**config.mk**
```make
export PLATFORM = sky130hd
export DESIGN_NAME = gate_driver_spi_command_master_unit
export DESIGN_NICKNAME = d
export VERILOG_FILES = /design/src/rtl/gdsc_pkg.sv /design/src/rtl/gate_driver_spi_command_master_unit.sv /design/src/rtl/gdsc_in_reg.sv /design/src/rtl/gdsc_seq.sv
export SDC_FILE = /design/constraint.sdc
export NUM_CORES = 1
export LEC_CHECK = 0
export BUFFER_PORTS_ARGS = -buffer_cell sky130_fd_sc_hd__buf_2
export CORE_ASPECT_RATIO = 1.2
export CORE_UTILIZATION = 50
export DETAILED_ROUTE_END_ITERATION = 16
export GPL_ROUTABILITY_DRIVEN = 0
export HOLD_SLACK_MARGIN = 0.05
export PLACE_DENSITY = 0.71
export RECOVER_POWER = 100
export SLEW_MARGIN = 10
export SYNTH_ARGS = -nofsm -noshare
export SYNTH_HDL_FRONTEND = slang
export SYNTH_SLANG_ARGS = --single-unit
```
**constraint.sdc**
```tcl
create_clock -name clk_i -period 2.82 [get_ports clk_i]
set_input_delay 0.564 -clock clk_i [delete_from_list [all_inputs] [get_ports clk_i]]
set_output_delay 0.564 -clock clk_i [all_outputs]
set_load 0.005 [all_outputs]
```
**src/rtl/gdsc_pkg.sv**
```systemverilog
package gdsc_pkg;

  // Command codes carried with each item
  localparam logic [1:0] CMD_TICK  = 2'd0;
  localparam logic [1:0] CMD_READ  = 2'd1;
  localparam logic [1:0] CMD_WRITE = 2'd2;

  // Frame words before they are fitted to the frame length
  localparam logic [15:0] READ_CMD_BASE = 16'h807F;
  localparam logic [15:0] DUMMY_WORD    = 16'hFFFF;

  localparam int unsigned ADDR_LSB = 11;

  localparam logic [7:0] HALF_PERIOD_RESET = 8'd10;

  typedef struct packed {
    logic [1:0]  cmd;
    logic [3:0]  reg_addr;
    logic [10:0] write_data;
    logic [2:0]  miso_samples;
  } gdsc_item_t;

  typedef struct packed {
    logic        cs_n;
    logic        sck;
    logic        mosi;
    logic        busy_res;
    logic        done_res;
    logic [15:0] read_data;
  } gdsc_res_t;

endpackage

```
**src/rtl/gate_driver_spi_command_master_unit.sv**
```systemverilog
// Tick-driven SPI command master for a 16-bit register-mapped gate driver. Every input item is
// one timing tick and yields exactly one result item with the pin levels (cs_n, sck, mosi), the
// busy and done flags, and the last received word. A write command sends one frame; a read of a
// nonzero address sends the command frame, a one-tick chip-select gap, then an all-ones dummy
// frame whose received word is the answer. Each bit takes 1 + 2 * half_period_ticks ticks, a
// zero half period counting as one. The block takes one item per clock cycle while it does not
// stall; each result passes through the input register, then the sequencer result register,
// before it is offered on the output. It stalls only while the result register is held by the
// downstream side. Write half_period_ticks only while no command runs.
module gate_driver_spi_command_master_unit #(
  parameter int unsigned FRAME_BITS = 16
) (
  input  logic        clk_i,
  input  logic        rst_ni,
  input  logic        cfg_we_i,
  input  logic [7:0]  cfg_wdata_i,
  input  logic        s_axis_tvalid,
  output logic        s_axis_tready,
  // reg_addr[3:0], write_data[14:4], miso_samples[17:15], zero fill [23:18]
  input  logic [23:0] s_axis_tdata,
  // cmd[1:0]
  input  logic [1:0]  s_axis_tuser,
  output logic        m_axis_tvalid,
  input  logic        m_axis_tready,
  // cs_n[0], sck[1], mosi[2], busy_res[3], done_res[4], read_data[20:5], zero fill [23:21]
  output logic [23:0] m_axis_tdata
);
  import gdsc_pkg::*;

  gdsc_item_t s_item;
  gdsc_item_t held_item;
  gdsc_res_t  res;
  logic       held_valid;
  logic       take;

  always_comb begin
    s_item.cmd          = s_axis_tuser;
    s_item.reg_addr     = s_axis_tdata[3:0];
    s_item.write_data   = s_axis_tdata[14:4];
    s_item.miso_samples = s_axis_tdata[17:15];
  end

  gdsc_in_reg u_in_reg (
    .clk_i   (clk_i),
    .rst_ni  (rst_ni),
    .valid_i (s_axis_tvalid),
    .ready_o (s_axis_tready),
    .item_i  (s_item),
    .take_i  (take),
    .valid_o (held_valid),
    .item_o  (held_item)
  );

  gdsc_seq #(
    .FRAME_BITS (FRAME_BITS)
  ) u_seq (
    .clk_i       (clk_i),
    .rst_ni      (rst_ni),
    .cfg_we_i    (cfg_we_i),
    .cfg_wdata_i (cfg_wdata_i),
    .in_valid_i  (held_valid),
    .item_i      (held_item),
    .take_o      (take),
    .out_valid_o (m_axis_tvalid),
    .out_ready_i (m_axis_tready),
    .res_o       (res)
  );

  assign m_axis_tdata = {3'b000, res.read_data, res.done_res, res.busy_res,
                         res.mosi, res.sck, res.cs_n};

endmodule

```
**src/rtl/gdsc_in_reg.sv**
```systemverilog
module gdsc_in_reg (
  input  logic               clk_i,
  input  logic               rst_ni,
  input  logic               valid_i,
  output logic               ready_o,
  input  gdsc_pkg::gdsc_item_t item_i,
  input  logic               take_i,
  output logic               valid_o,
  output gdsc_pkg::gdsc_item_t item_o
);
  import gdsc_pkg::*;

  logic       valid_q;
  gdsc_item_t item_q;

  // Refill when empty or whenever the held item leaves in this cycle
  assign ready_o = !valid_q || take_i;
  assign valid_o = valid_q;
  assign item_o  = item_q;

  always_ff @(posedge clk_i or negedge rst_ni) begin
    if (!rst_ni) begin
      valid_q <= 1'b0;
    end else if (ready_o) begin
      valid_q <= valid_i;
    end
  end

  always_ff @(posedge clk_i) begin
    if (ready_o && valid_i) begin
      item_q <= item_i;
    end
  end

endmodule

```
**src/rtl/gdsc_seq.sv**
```systemverilog
module gdsc_seq #(
  parameter int unsigned FRAME_BITS = 16
) (
  input  logic                 clk_i,
  input  logic                 rst_ni,
  input  logic                 cfg_we_i,
  input  logic [7:0]           cfg_wdata_i,
  input  logic                 in_valid_i,
  input  gdsc_pkg::gdsc_item_t item_i,
  output logic                 take_o,
  output logic                 out_valid_o,
  input  logic                 out_ready_i,
  output gdsc_pkg::gdsc_res_t  res_o
);
  import gdsc_pkg::*;

  localparam int unsigned CntW = $clog2(FRAME_BITS);
  localparam logic [CntW-1:0] LastBit = CntW'(FRAME_BITS - 1);

  typedef enum logic [2:0] {
    PH_IDLE,
    PH_SETUP,
    PH_HIGH,
    PH_LOW,
    PH_GAP
  } phase_e;

  logic [7:0]            half_q;
  phase_e                phase_q, phase_d;
  logic [CntW-1:0]       bit_q, bit_d;
  logic [FRAME_BITS-1:0] tx_q, tx_d;
  logic [FRAME_BITS-1:0] rx_q, rx_d;
  logic [7:0]            delay_q, delay_d;
  logic                  dummy_q, dummy_d;
  logic [15:0]           word_q, word_d;
  logic                  out_valid_q;
  gdsc_res_t             res_q, res_d;

  logic [7:0]  half_ticks;
  logic        maj;
  logic        start;
  logic [15:0] start_word;
  logic        done;
  logic        in_frame;
  logic        fire;

  assign fire        = in_valid_i && (!out_valid_q || out_ready_i);
  assign take_o      = fire;
  assign out_valid_o = out_valid_q;
  assign res_o       = res_q;

  assign half_ticks = (half_q == 8'd0) ? 8'd1 : half_q;
  assign maj = (item_i.miso_samples[0] & item_i.miso_samples[1]) |
               (item_i.miso_samples[0] & item_i.miso_samples[2]) |
               (item_i.miso_samples[1] & item_i.miso_samples[2]);

  always_comb begin
    phase_d    = phase_q;
    bit_d      = bit_q;
    tx_d       = tx_q;
    rx_d       = rx_q;
    delay_d    = delay_q;
    dummy_d    = dummy_q;
    word_d     = word_q;
    done       = 1'b0;
    start      = 1'b0;
    start_word = DUMMY_WORD;
    case (phase_q)
      PH_SETUP: begin
        phase_d = PH_HIGH;
        delay_d = half_ticks;
      end
      PH_HIGH: begin
        if (delay_q > 8'd1) begin
          delay_d = delay_q - 8'd1;
        end else begin
          rx_d    = {rx_q[FRAME_BITS-2:0], maj};
          phase_d = PH_LOW;
          delay_d = half_ticks;
        end
      end
      PH_LOW: begin
        if (delay_q > 8'd1) begin
          delay_d = delay_q - 8'd1;
        end else if (bit_q == LastBit) begin
          word_d  = 16'(rx_q);
          phase_d = dummy_q ? PH_GAP : PH_IDLE;
          done    = !dummy_q;
          delay_d = 8'd0;
        end else begin
          bit_d   = bit_q + CntW'(1);
          tx_d    = {tx_q[FRAME_BITS-2:0], 1'b0};
          phase_d = PH_SETUP;
          delay_d = 8'd0;
        end
      end
      PH_GAP: begin
        dummy_d    = 1'b0;
        start      = 1'b1;
        start_word = DUMMY_WORD;
      end
      default: begin
        phase_d = PH_IDLE;
        if (item_i.cmd == CMD_WRITE) begin
          dummy_d    = 1'b0;
          start      = 1'b1;
          start_word = {1'b0, item_i.reg_addr, item_i.write_data};
        end else if (item_i.cmd == CMD_READ) begin
          start = 1'b1;
          if (item_i.reg_addr != 4'd0) begin
            dummy_d    = 1'b1;
            start_word = READ_CMD_BASE | (16'(item_i.reg_addr) << ADDR_LSB);
          end else begin
            dummy_d    = 1'b0;
            start_word = DUMMY_WORD;
          end
        end
      end
    endcase

    if (start) begin
      tx_d    = FRAME_BITS'(start_word);
      rx_d    = '0;
      bit_d   = '0;
      delay_d = 8'd0;
      phase_d = PH_SETUP;
    end

    in_frame = (phase_d == PH_SETUP) || (phase_d == PH_HIGH) || (phase_d == PH_LOW);
    res_d.cs_n      = !in_frame;
    res_d.sck       = (phase_d == PH_HIGH);
    res_d.mosi      = in_frame & tx_d[FRAME_BITS-1];
    res_d.busy_res  = (phase_d != PH_IDLE);
    res_d.done_res  = done;
    res_d.read_data = word_d;
  end

  always_ff @(posedge clk_i or negedge rst_ni) begin
    if (!rst_ni) begin
      half_q      <= HALF_PERIOD_RESET;
      phase_q     <= PH_IDLE;
      bit_q       <= '0;
      tx_q        <= '0;
      rx_q        <= '0;
      delay_q     <= 8'd0;
      dummy_q     <= 1'b0;
      word_q      <= 16'd0;
      out_valid_q <= 1'b0;
    end else begin
      if (cfg_we_i) begin
        half_q <= cfg_wdata_i;
      end
      if (fire) begin
        phase_q     <= phase_d;
        bit_q       <= bit_d;
        tx_q        <= tx_d;
        rx_q        <= rx_d;
        delay_q     <= delay_d;
        dummy_q     <= dummy_d;
        word_q      <= word_d;
        out_valid_q <= 1'b1;
      end else if (out_ready_i) begin
        out_valid_q <= 1'b0;
      end
    end
  end

  always_ff @(posedge clk_i) begin
    if (fire) begin
      res_q <= res_d;
    end
  end

  a_setup_to_high: assert property (@(posedge clk_i) disable iff (!rst_ni)
    fire && phase_q == PH_SETUP |=> phase_q == PH_HIGH)
    else $error("setup tick not followed by clock high");

  a_gap_starts_dummy: assert property (@(posedge clk_i) disable iff (!rst_ni)
    fire && phase_q == PH_GAP |=> phase_q == PH_SETUP && !dummy_q && bit_q == '0)
    else $error("frame gap did not start the dummy frame");

  a_write_single_frame: assert property (@(posedge clk_i) disable iff (!rst_ni)
    fire && phase_q == PH_IDLE && item_i.cmd == CMD_WRITE |=> phase_q == PH_SETUP && !dummy_q)
    else $error("write command did not start a single frame");

  a_done_idle: assert property (@(posedge clk_i) disable iff (!rst_ni)
    fire && done |-> phase_d == PH_IDLE && phase_q == PH_LOW)
    else $error("done raised outside the last low tick");

  a_delay_nonzero: assert property (@(posedge clk_i) disable iff (!rst_ni)
    (phase_q == PH_HIGH || phase_q == PH_LOW) |-> delay_q != 8'd0)
    else $error("half-period counter empty while clock phase active");

endmodule
```
======== After elaboration in Yosys (flattened, before gate mapping) ========
Cells that the tools add are included.
W data, S select, Z words.
operators by class
  reduce and logical (&&, ||, !) cells .... 25
  multiplexer cells ....................... 38
  $lt $le $gt $ge ......................... 1
  add/subtract/negate cells ............... 2
  eq/ne operators ......................... 12
  bitwise operators ....................... 9
operator list
  cell                   number
  $mux W16               13
  $mux W8                4
  $pmux W8 S3            1
  $mux W4                4
  $mux W15               1
  $mux W3                5
  $eq A3 B2 Y1 const B   4
  $pmux W3 S4            1
  $gt A8 B1 Y1 const B   1
  $logic_not A8 Y1       1
  $reduce_bool A4 Y1     2
  $sub A8 B1 Y8 const B  1
  $mux W1                7
  $eq A3 B1 Y1 const B   2
  $reduce_and A3 Y1      2
  $reduce_bool A2 Y1     3
  $reduce_bool A3 Y1     2
  $reduce_or A3 Y1       2
  $add A4 B1 Y4 const B  1
  $and A1 B1 Y1          4
  $eq A4 B4 Y1 const B   1
  $logic_not A1 Y1       4
  $logic_or A1 B1 Y1     4
  $ne A2 B1 Y1 const B   2
  other kinds (10)       15
word-level totals
  output and inout port bits .............. 26
  input port bits ......................... 39
  flip-flop bits (word level) ............. 115
  logic and storage cells ................. 108

======== Depth between registers and ports, before layout ========
Gate-level depths: netlist (run 1).
  depth in word-level cells ............... 9
  depth in mapped cells ................... 10
  gate-level depth less buffers ........... 8

======== Cells and area by module ========
From an unflattened synthesis (run 1), not the netlist that was laid out.
unflattened totals
  cell total of the unflattened synthesis .. 401
  area total of the unflattened synthesis .. 5,077.4 µm²
modules (own cells, without submodules)
  module                               seq. area each (µm²)  area each (µm²)  cells each  times used
  gdsc_seq                             2,459.9               4,396.7          373         1
  gdsc_in_reg                          625.6                 654.4            24          1
  gate_driver_spi_command_master_unit  0.0                   26.3             4           1

======== Least setup slack after synthesis (run 1) ========
OpenSTA, ideal clock, no wires.
  kind .................................... register to register
  start point ............................. register u_seq.delay_q[0]
  end point ............................... register u_seq.res_q (netlist bit u_seq.res_o[18]) (data pin)
  required time ........................... 2.553 ns
  arrival ................................. 2.189 ns
  library setup time ...................... 0.267 ns
  stages on the path, launching flop included .. 10
  period minus slack after synthesis ...... 2.457 ns
  path buffers ............................ 1
  path slack .............................. 0.363 ns
  path through ............................ dfrtp_1 > inv_1 > ha_1 > nor2_1 > or4_1 > buf_2 > nor4b_2 > inv_1 > o21ai_0 > a21oi_1
RTL lines
  item                    line             RTL
  start, declared         gdsc_seq.sv:33   logic [7:0] delay_q, delay_d;
  start signal, assigned  gdsc_seq.sv:158  delay_q <= delay_d;
  end signal, assigned    gdsc_seq.sv:170  res_q <= res_d;
  end, declared           gdsc_seq.sv:37   gdsc_res_t res_q, res_d;

======== Final worst setup path (run 1) ========
  start point ............................. register u_seq.delay_q[0]
  end point ............................... register u_seq.tx_q[13]
between the ends
  cells in the longest elaborated chain, start to end .. 3
RTL lines
  item                         line             RTL
  $gt A8 B1 Y1                 gdsc_seq.sv:83   if (delay_q > 8'd1) begin
  $ne A2 B1 Y1 (no line)       -
  $reduce_and A4 Y1 (no line)  -
  end signal, assigned         gdsc_seq.sv:156  tx_q <= tx_d;
  end, declared                gdsc_seq.sv:31   logic [FRAME_BITS-1:0] tx_q, tx_d;
No other way between the ends.
A chain may end at the register's enable or synchronous reset.

==> impl_metrics.json, run 1 <==
{
  "cts_tree": "done",
  "nets": 541,
  "synth_seq_cells": 115,
  "die_w_um": 93.7,
  "avgSynthCellArea_um2": 11.6,
  "r2r_start": "u_seq.delay_q[0]",
  "cts_sinks": 115,
  "cp-start-kind": "flip-flop",
  "clock-root-buffer": "clkbuf_16",
  "drive_above_1_share_pct": 21.0,
  "rrSetupSlack_ps": 250,
  "ys.flop_type": "dfrtp_1",
  "drt-initial-drc-count": 242,
  "pin_count": 65,
  "drc": 0,
  "relSlewSlack_pct": -23.3,
  "crit_slowest_cell": "or2_2",
  "routed_wl_um": 10100,
  "tightest_slew_ps": 1850,
  "slew_viol_final": 75,
  "grt-ovfl-total": 0,
  "numCtsBuffers": 17,
  "synthAdderAreaFrac_pct": 1.64,
  "ant_nets": 0,
  "synth-compound-area-share_pct": 13.5,
  "crit_chain": "inv_1 > ha_1 > nor2_1 > and4b_1 > mux2i_1 > nand3_1 > or2_2 > mux2_2",
  "antenna_found_initial": 0,
  "layout_commonest_cell": "nand2_1",
  "holdCritStartpoint": "s_axis_tdata[12]",
  "clk-insertion-delay-late_ps": 410,
  "synth_edf_count": 41,
  "critPathKind": "flip-flop to flip-flop",
  "ys_warn_count": 0,
  "grt_usage_pct": 21.0,
  "holdCritPathClass": "primary input to flip-flop",
  "power.density_nw_per_um2": 898,
  "synth_top_family_by_area": "compound AO/OA/AOI/OAI gates",
  "first_pass_iters": 6,
  "setup_tns_ps": 0,
  "wl_per_cell_um": 15.9,
  "die_y_um": 112,
  "ir_drop_mv": 0.477,
  "skew_ps": 12.3,
  "synth-xor-area-share_pct": 0.174,
  "syn_inst": 434,
  "crit_fanout": 18,
  "hold_viol": 0,
  "synth_cell_type_count": 55,
  "antenna_cells": 0,
  "violations": "max-capacitance violations, max-slew violations",
  "startpoint": "u_seq.delay_q[0]",
  "setup_violations": 0,
  "worst_ep_required_time_ps": 3110,
  "coreArea_um2": 9660,
  "grt_setup_unrepaired": "false",
  "grt_pass1_wl_um": 17000,
  "synthesis.area_um2": 5040,
  "viasPerCell": 5.71,
  "synth-simple-area-share_pct": 12.4,
  "area_delta_synth_final_pct": 17.9,
  "p_leak_nw": 2.71,
  "layout_common_cells": "nand2_1 (76), dfrtp_1 (72), buf_2 (48)",
  "post-route-min-period_ps": 2570,
  "rr_worst_depth": 8,
  "crit_path_end": "u_seq.tx_q[13]",
  "max_cap_viol_count": 1,
  "place_hpwl_um": 6360,
  "die_area_um2": 10500,
  "row_count": 39,
  "vias": 3615,
  "max_freq_mhz": 389,
  "reg2reg_to": "u_seq.tx_q[13]",
  "power.total_mw": 5.34,
  "holdPathStages": 1,
  "status": "finished with violations",
  "grt_pass1_vias": 3636,
  "synthMuxAreaShare_pct": 7.76,
  "cpPeakStageDelay_ps": 470,
  "synthArstFlopShare_pct": 64.3,
  "worstPathArrival_ps": 2860,
  "yosysSeqAreaShare_pct": 61.2,
  "initial_utilization_pct": 52.2,
  "io_buffers": 55,
  "end_kind": "flip-flop",
  "clk_pin_slew_ps": 50,
  "min_period_over_period_pct": 91.2,
  "htree_levels": 4,
  "clock_path_buffers": 2,
  "grt_max_degree": 75
}
-- worst min path at each step --
stage | endpoint | slack [ps]
after floorplan | u_in_reg.valid_o | 270
after global placement | u_seq.tx_q[14] | 460
after detailed placement | u_seq.tx_q[14] | 460
after CTS | u_seq.word_q[11] | 190
after global routing | u_in_reg.item_o[11] | 310
final | u_in_reg.item_o[11] | 330
-- power breakdown --
part	switching, mW	internal, mW	leakage (nW)	total [mW]
sequential	0.188	2.00	1.37	2.19
clock	0.703	1.31	0.274	2.01
combinational	0.712	0.425	1.06	1.14
total	1.60	3.74	2.71	5.34
-- metrics by stage --
stage | hold slack, ps | cell area (um2) | utilization, % | instances | setup slack, ps
global placement | 457 | 5460 | 56.5 | 601 | 384
floorplan | 268 | 5050 | - | 436 | 363
detailed placement | 465 | 5460 | 56.5 | 601 | 341
CTS | 193 | 6020 | 62.3 | 633 | 278
global route | 314 | 5950 | 61.6 | 633 | 28.5
finish | 329 | 5950 | 61.6 | 633 | 249
-- synthesized netlist by cell type, types with 10 or more instances --
library cell	instances	area share, %
a21oi_1	21	2.1
o21ai_0	42	4.2
dfrtp_1	72	36
inv_1	13	0.97
mux2_2	17	3.8
a22o_1	16	2.8
nand2_1	76	5.7
mux2_4	10	3.0
nor2_1	16	1.2
edfxtp_1	41	24
clkbuf_1	14	1.0
-- timing repair --
action                                  4_1_cts  5_1_grt
hold buffers                                  0        0
setup buffers                                 0        0
resized for setup                             0        1
endpoints found under the setup margin        0        4
-- area by class of cell --
class	count	area (um2)
well taps	123	154
clock inverters	11	111
flip-flops and latches	115	3090
fillers	785	3710
clock buffers	21	450
multi-input cells	284	1770
repair buffers	65	329
inverters	14	52.6
-- sequential cells by signal, indices dropped and copies added, names as in the netlist --
| signal | count |
|---|---|
| u_seq.res_o | 21 |
| u_in_reg.item_o | 20 |
| u_seq.rx_q | 16 |
| u_seq.tx_q | 16 |
| u_seq.word_q | 16 |
| u_seq.delay_q | 8 |
| u_seq.half_q | 8 |
| u_seq.bit_q | 4 |
| u_seq.phase_q | 3 |
| u_in_reg.valid_o | 1 |
| u_seq.dummy_q | 1 |
| u_seq.out_valid_o | 1 |
-- routing by layer --
layer  track usage (%)  vias up  share of wire, %
met4              9.23        0               1.5
met3              5.56       11               4.3
met2              34.7      103                51
met5                 0        -                 0
met1              25.8     1809                43
li1                  -     1692                 -
-- cells by family after synthesis --
family                   Yosys count
XOR/XNOR                           1
other                              1
buffers and inverters             37
multiplexers                      32
AO/OA/AOI/OAI                    109
adder cells (fa/ha/maj)            7
flip-flops                       115
AND/OR/NAND/NOR                  132
-- worst max-delay path: cells and delay by family (launching register included) --
kind                       cells  cell delay (ps)
muxes                          2              620
buffers and inverters          1              150
DFF                            1              390
adders and majority gates      1              270
and+or+nand+nor                4             1030
Power figures use the tool's default switching activity.
==> inputs of run 2 (changes only) <==
--- a/config.mk
+++ b/config.mk
@@ -11,9 +11,10 @@
 export DETAILED_ROUTE_END_ITERATION = 16
 export GPL_ROUTABILITY_DRIVEN = 0
 export HOLD_SLACK_MARGIN = 0.05
-export PLACE_DENSITY = 0.71
+export PLACE_DENSITY = 0.7
 export RECOVER_POWER = 100
 export SLEW_MARGIN = 10
 export SYNTH_ARGS = -nofsm -noshare
 export SYNTH_HDL_FRONTEND = slang
+export SYNTH_HIERARCHICAL = 1
 export SYNTH_SLANG_ARGS = --single-unit
==> constraint.sdc (replaced) <==
create_clock -name clk_i -period 2.4 [get_ports clk_i]
set_input_delay 0.48 -clock clk_i [delete_from_list [all_inputs] [get_ports clk_i]]
set_output_delay 0.48 -clock clk_i [all_outputs]
set_load 0.005 [all_outputs]
==> impl_metrics.json, run 2 <==
{
  "synth_seq_cells": 115,
  "antenna_cells": 0,
  "cts_tree": "done",
  "min_period_over_period_pct": 95.8,
  "place_hpwl_um": 6350,
  "crit_slowest_cell": "dfrtp_1",
  "setup_tns_ps": 0,
  "area_delta_synth_final_pct": 21.9,
  "synth_area_leaders": "dfrtp_1 (35%), edfxtp_1 (24%), mux2_2 (9.8%)",
  "skew_ps": 8.41,
  "max_cap_viol_count": 0,
  "numCtsBuffers": 17,
  "holdCritPathClass": "primary input to flip-flop",
  "postCtsHoldBufs": 0,
  "clk_pin_slew_ps": 50,
  "routed_wl_um": 9810,
  "grt_max_degree": 31,
  "viasPerCell": 5.50,
  "initial_utilization_pct": 52.3,
  "setup_violations": 0,
  "max_freq_mhz": 435,
  "ir_drop_mv": 0.629,
  "antenna_found_initial": 0,
  "crit_chain": "inv_1 > ha_1 > or2_4 > nand3_2 > mux2_4 > nor4b_4 > buf_4 > buf_12 > buf_6 > o221ai_1 > o21ai_1",
  "cp-start-kind": "flip-flop",
  "hold_viol": 0,
  "post-route-min-period_ps": 2300,
  "grt_pass1_wl_um": 16500,
  "holdWs_ps": 252,
  "layout_common_cells": "dfrtp_1 (71), buf_2 (46), mux2_2 (44)",
  "drt-initial-drc-count": 212,
  "grt-ovfl-total": 0,
  "htree_levels": 4,
  "die_area_um2": 10600,
  "row_count": 39,
  "yosysSeqAreaShare_pct": 60.8,
  "die_w_um": 94.0,
  "pwr-share-clk_pct": 37.1,
  "status": "finished, final reports clean",
  "slew_viol_final": 0,
  "crit_fanout": 10,
  "cts_sinks": 115,
  "worstPathArrival_ps": 2620,
  "synthArstFlopShare_pct": 64.3,
  "relSlewSlack_pct": 24.0,
  "ys_warn_count": 6,
  "worst_ep_required_time_ps": 2720,
  "synth_top_area_cell": "dfrtp_1",
  "cpPeakStageDelay_ps": 370,
  "coreArea_um2": 9710,
  "yosysTopAreaCellShare_pct": 35.5,
  "clk-insertion-delay-late_ps": 400,
  "grt_usage_pct": 20.8,
  "avgSynthCellArea_um2": 12.7,
  "net-switching-power_mw": 1.87,
  "clock_path_buffers": 2,
  "fin_ws_ps": 100,
  "path_delay_family": "simple AND/OR/NAND/NOR gates",
  "synth_common_cells": "dfrtp_1 (72), mux2_2 (44), edfxtp_1 (41), o21ai_0 (37), nor2_1 (34)",
  "critPathKind": "flip-flop to flip-flop",
  "layout_commonest_cell": "dfrtp_1",
  "power.density_nw_per_um2": 1050,
  "die_y_um": 112,
  "p_leak_nw": 2.68,
  "tightest_slew_ps": 1140,
  "first_pass_iters": 4,
  "grt_setup_unrepaired": "false",
  "final_util_pct": 63.8,
  "synth_edf_count": 41,
  "nets": 530,
  "wl_per_cell_um": 15.8,
  "grt_pass1_vias": 3486,
  "ant_nets": 0,
  "syn_inst": 401,
  "pre_cts_ws_ps": 22.5,
  "clock-root-buffer": "clkbuf_16",
  "p_sw_share_pct": 28.7,
  "critPathBufInv": 4,
  "seq_power_share_pct": 41.5,
  "drc": 0,
  "end_kind": "flip-flop",
  "p_comb_share_pct": 21.4,
  "largest_reg_flops": 21,
  "yosysMostFrequentCell": "dfrtp_1",
  "io_buffers": 55,
  "drive_above_1_share_pct": 30.7,
  "ys.flop_type": "dfrtp_1",
  "pin_count": 65,
  "vias": 3420,
  "synth_cell_type_count": 51,
  "synthesis.area_um2": 5080,
  "p_int_mw": 4.66
}
## run 2: worst register-to-register path, delay by kind of cell (launching register included)
kind                     cells  cell delay [ps]
AND/OR/NAND/NOR              3              580
buffers and inverters        4              510
flip-flops                   1              370
multiplexers                 1              320
AO/OA/AOI/OAI                2              240
adder cells (fa/ha/maj)      1              210
## run 2: power groups by stage
stage          registers [mW]  clock network, mW  logic [mW]
2_1_floorplan            2.64                  0        1.00
3_3_place_gp             2.71                  0        1.30
3_5_place_dp             2.73                  0        1.36
4_1_cts                  2.70               2.47        1.41
5_1_grt                  2.76               2.58        1.56
6_report                 2.71               2.42        1.40
## run 2: kinds of logic after synthesis
kind of cell / synth area share, %
flops: 60.8
xor+xnor: 0.173
compound gates: 9.93
mux: 13.2
other cells: 0.0739
simple gates: 10.5
fa+ha+maj: 1.43
buf+inv: 3.89
## run 2: final cells by class
class,count,area [um2]
Clock buffer,21,440
Multi-Input combinational cell,248,1780
Tap cell,123,154
Fill cell,733,3520
Clock inverter,11,136
Timing Repair Buffer,82,509
Sequential cell,115,3090
Inverter,22,83.8
## run 2: repair_timing
item,4_1_cts,5_1_grt
endpoints found under the setup margin,2,20
gates resized for setup,3,2
gates cloned,1,0
endpoints found under the hold margin,0,0
buffers inserted,3,1
pin swaps,1,1
## run 2: path summary, 6_finish.rpt
kind | startpoint | end | slack (ps) | cells after the start
min | s_axis_tdata[11] | u_in_reg/item_o[10] | 250 | 1
min in group asynchronous | rst_ni | u_seq/out_valid_o | 290 | 1
max | u_seq/delay_q[0] | u_seq/tx_q[2] | 100 | 11
min reg2reg | u_seq/word_q[11] | u_seq/word_q[11] | 500 | 1
max reg2reg | u_seq/delay_q[0] | u_seq/tx_q[2] | 100 | 11
max in group asynchronous | rst_ni | u_seq/phase_q[0] | 700 | 2
## run 2: layer usage
| metal | vias up | wire length [um] | global-route usage [%] |
|---|---|---|---|
| met3 | 19 | 381 | 6.57 |
| met4 | 0 | 258 | 9.44 |
| met1 | 1672 | 4060 | 24.1 |
| met2 | 101 | 5120 | 35.0 |
| met5 | - | 0 | 0 |
| li1 | 1628 | - | - |
## run 2: through the flow
stage               instance area, um2  total power [mW]  instances
detailed placement                5620              4.08        585
global route                      6190              6.89        622
finish                            6190              6.53        622
global placement                  5620              4.01        585
CTS                               6250              6.58        621
floorplan                         5090              3.64        403
==> inputs of run 3 (changes only) <==
--- a/config.mk
+++ b/config.mk
@@ -8,6 +8,7 @@
 export BUFFER_PORTS_ARGS = -buffer_cell sky130_fd_sc_hd__buf_2
 export CORE_ASPECT_RATIO = 1.2
 export CORE_UTILIZATION = 50
+export CTS_BUF_LIST = sky130_fd_sc_hd__clkbuf_16
 export DETAILED_ROUTE_END_ITERATION = 16
 export GPL_ROUTABILITY_DRIVEN = 0
 export HOLD_SLACK_MARGIN = 0.05
==> impl_metrics.json, run 3 (same netlist as run 2, synthesis figures left out) <==
{
  "status": "finished, final reports clean",
  "clk_pin_slew_ps": 50,
  "grt_setup_unrepaired": "false",
  "critPathKind": "flip-flop to flip-flop",
  "hold_viol": 0,
  "grt_pass1_wl_um": 16500,
  "holdPathStages": 1,
  "routed_wl_um": 9800,
  "dp.cells": 585,
  "setup_tns_ps": 0,
  "cpPeakStageDelay_ps": 370,
  "coreArea_um2": 9710,
  "relSlewSlack_pct": 24.7,
  "crit_fanout": 10,
  "final_util_pct": 63.8,
  "clock-root-buffer": "clkbuf_16",
  "tightest_slew_ps": 1130,
  "die_w_um": 94.0,
  "worst_ep_required_time_ps": 2720,
  "holdPathEnd": "u_in_reg/item_o[10]",
  "fin_ws_ps": 102,
  "fin_cells": 622,
  "power.density_nw_per_um2": 1050,
  "pin_count": 65,
  "cts_sinks": 115,
  "pre_cts_ws_ps": 22.5,
  "numCtsBuffers": 17,
  "worstPathArrival_ps": 2620,
  "max_freq_mhz": 435,
  "first_pass_iters": 4,
  "rrSetupSlack_ps": 100,
  "clock_path_buffers": 2,
  "io_buffers": 55,
  "layout_commonest_cell": "dfrtp_1",
  "ant_nets": 0,
  "ir_drop_mv": 0.629,
  "holdCritPathClass": "primary input to flip-flop",
  "wl_per_cell_um": 15.8,
  "nets": 530,
  "drt-initial-drc-count": 212,
  "drive_above_1_share_pct": 30.7,
  "post_dp_cell_area_um2": 5620,
  "grt_max_degree": 31,
  "grt-ovfl-total": 0,
  "skew_ps": 8.41,
  "cts_tree": "done",
  "rr_worst_depth": 11,
  "max_cap_viol_count": 0,
  "holdWs_ps": 252,
  "min_period_over_period_pct": 95.8,
  "path_delay_family": "simple AND/OR/NAND/NOR gates",
  "die_y_um": 112,
  "end_kind": "flip-flop",
  "area_delta_synth_final_pct": 21.9,
  "antenna_found_initial": 0,
  "crit_chain": "inv_1 > ha_1 > or2_4 > nand3_2 > mux2_4 > nor4b_4 > buf_4 > buf_12 > buf_6 > o221ai_1 > o21ai_1",
  "antenna_cells": 0,
  "holdCritStartpoint": "s_axis_tdata[11]",
  "initial_utilization_pct": 52.3,
  "drc": 0,
  "viasPerCell": 5.50,
  "fill_cells": 733,
  "largest_reg_flops": 21,
  "die_area_um2": 10600,
  "slew_viol_final": 0,
  "crit_slowest_cell": "dfrtp_1",
  "cp-start-kind": "flip-flop",
  "row_count": 39,
  "clk-insertion-delay-late_ps": 400,
  "htree_levels": 4,
  "power.total_mw": 6.51,
  "critPathBufInv": 4,
  "r2r_start": "u_seq/delay_q[0]",
  "post-route-min-period_ps": 2300,
  "stdcell_area_um2": 6190,
  "layout_common_cells": "dfrtp_1 (71), buf_2 (46), mux2_2 (44)",
  "reg2reg_to": "u_seq/tx_q[2]",
  "vias": 3420,
  "grt_usage_pct": 20.8,
  "p_leak_nw": 2.70,
  "setup_violations": 0,
  "place_hpwl_um": 6350,
  "grt_pass1_vias": 3486
}
## run 3: changes by cell type in the layout (fill, tap and decap cells not counted)
cell      previous run  this run
clkbuf_1            17        13
inv_1               21        25
## run 3: what timing repair did
action                     in CTS  in global routing
gates cloned                    1                  0
setup endpoints to repair       2                 20
pin swaps                       1                  1
hold buffers                    0                  0
buffers inserted                3                  1
gates resized for setup         3                  2
## run 3: layout make-up
class | instances | area [um2] | share of cell area, %
Clock buffer | 17 | 425 | 6.87
Clock inverter | 15 | 151 | 2.45
Inverter | 22 | 83.8 | 1.35
Multi-Input combinational cell | 248 | 1780 | 28.8
Sequential cell | 115 | 3090 | 49.9
Tap cell | 123 | 154 | 2.49
Timing Repair Buffer | 82 | 509 | 8.23
## run 3: how the worst max path moves through the flow
stage | from | endpoint | slack (ps) | cells after the start
2_1_floorplan | u_seq/delay_q[0] | u_seq/tx_q[10] | 6 | 8
3_3_place_gp | u_seq/delay_q[0] | u_seq/tx_q[9] | 80 | 8
3_5_place_dp | u_seq/delay_q[0] | u_seq/tx_q[5] | 20 | 10
4_1_cts | u_seq/delay_q[0] | u_seq/tx_q[5] | 4 | 10
5_1_grt | u_seq/delay_q[0] | u_seq/bit_q[3] | 10 | 11
6_report | u_seq/delay_q[0] | u_seq/tx_q[2] | 100 | 11
## run 3: layer usage
layer / vias up / global-route usage, % / share of wire [%]
li1: 1626 / - / -
met1: 1670 / 24.1 / 41
met2: 105 / 35.0 / 52
met3: 19 / 6.57 / 4.1
met4: 0 / 9.44 / 2.6
met5: - / 0 / 0
## run 3: power breakdown
| part | internal, mW | switching [mW] |
|---|---|---|
| logic | 0.615 | 0.782 |
| registers | 2.43 | 0.284 |
| clock network | 1.60 | 0.804 |
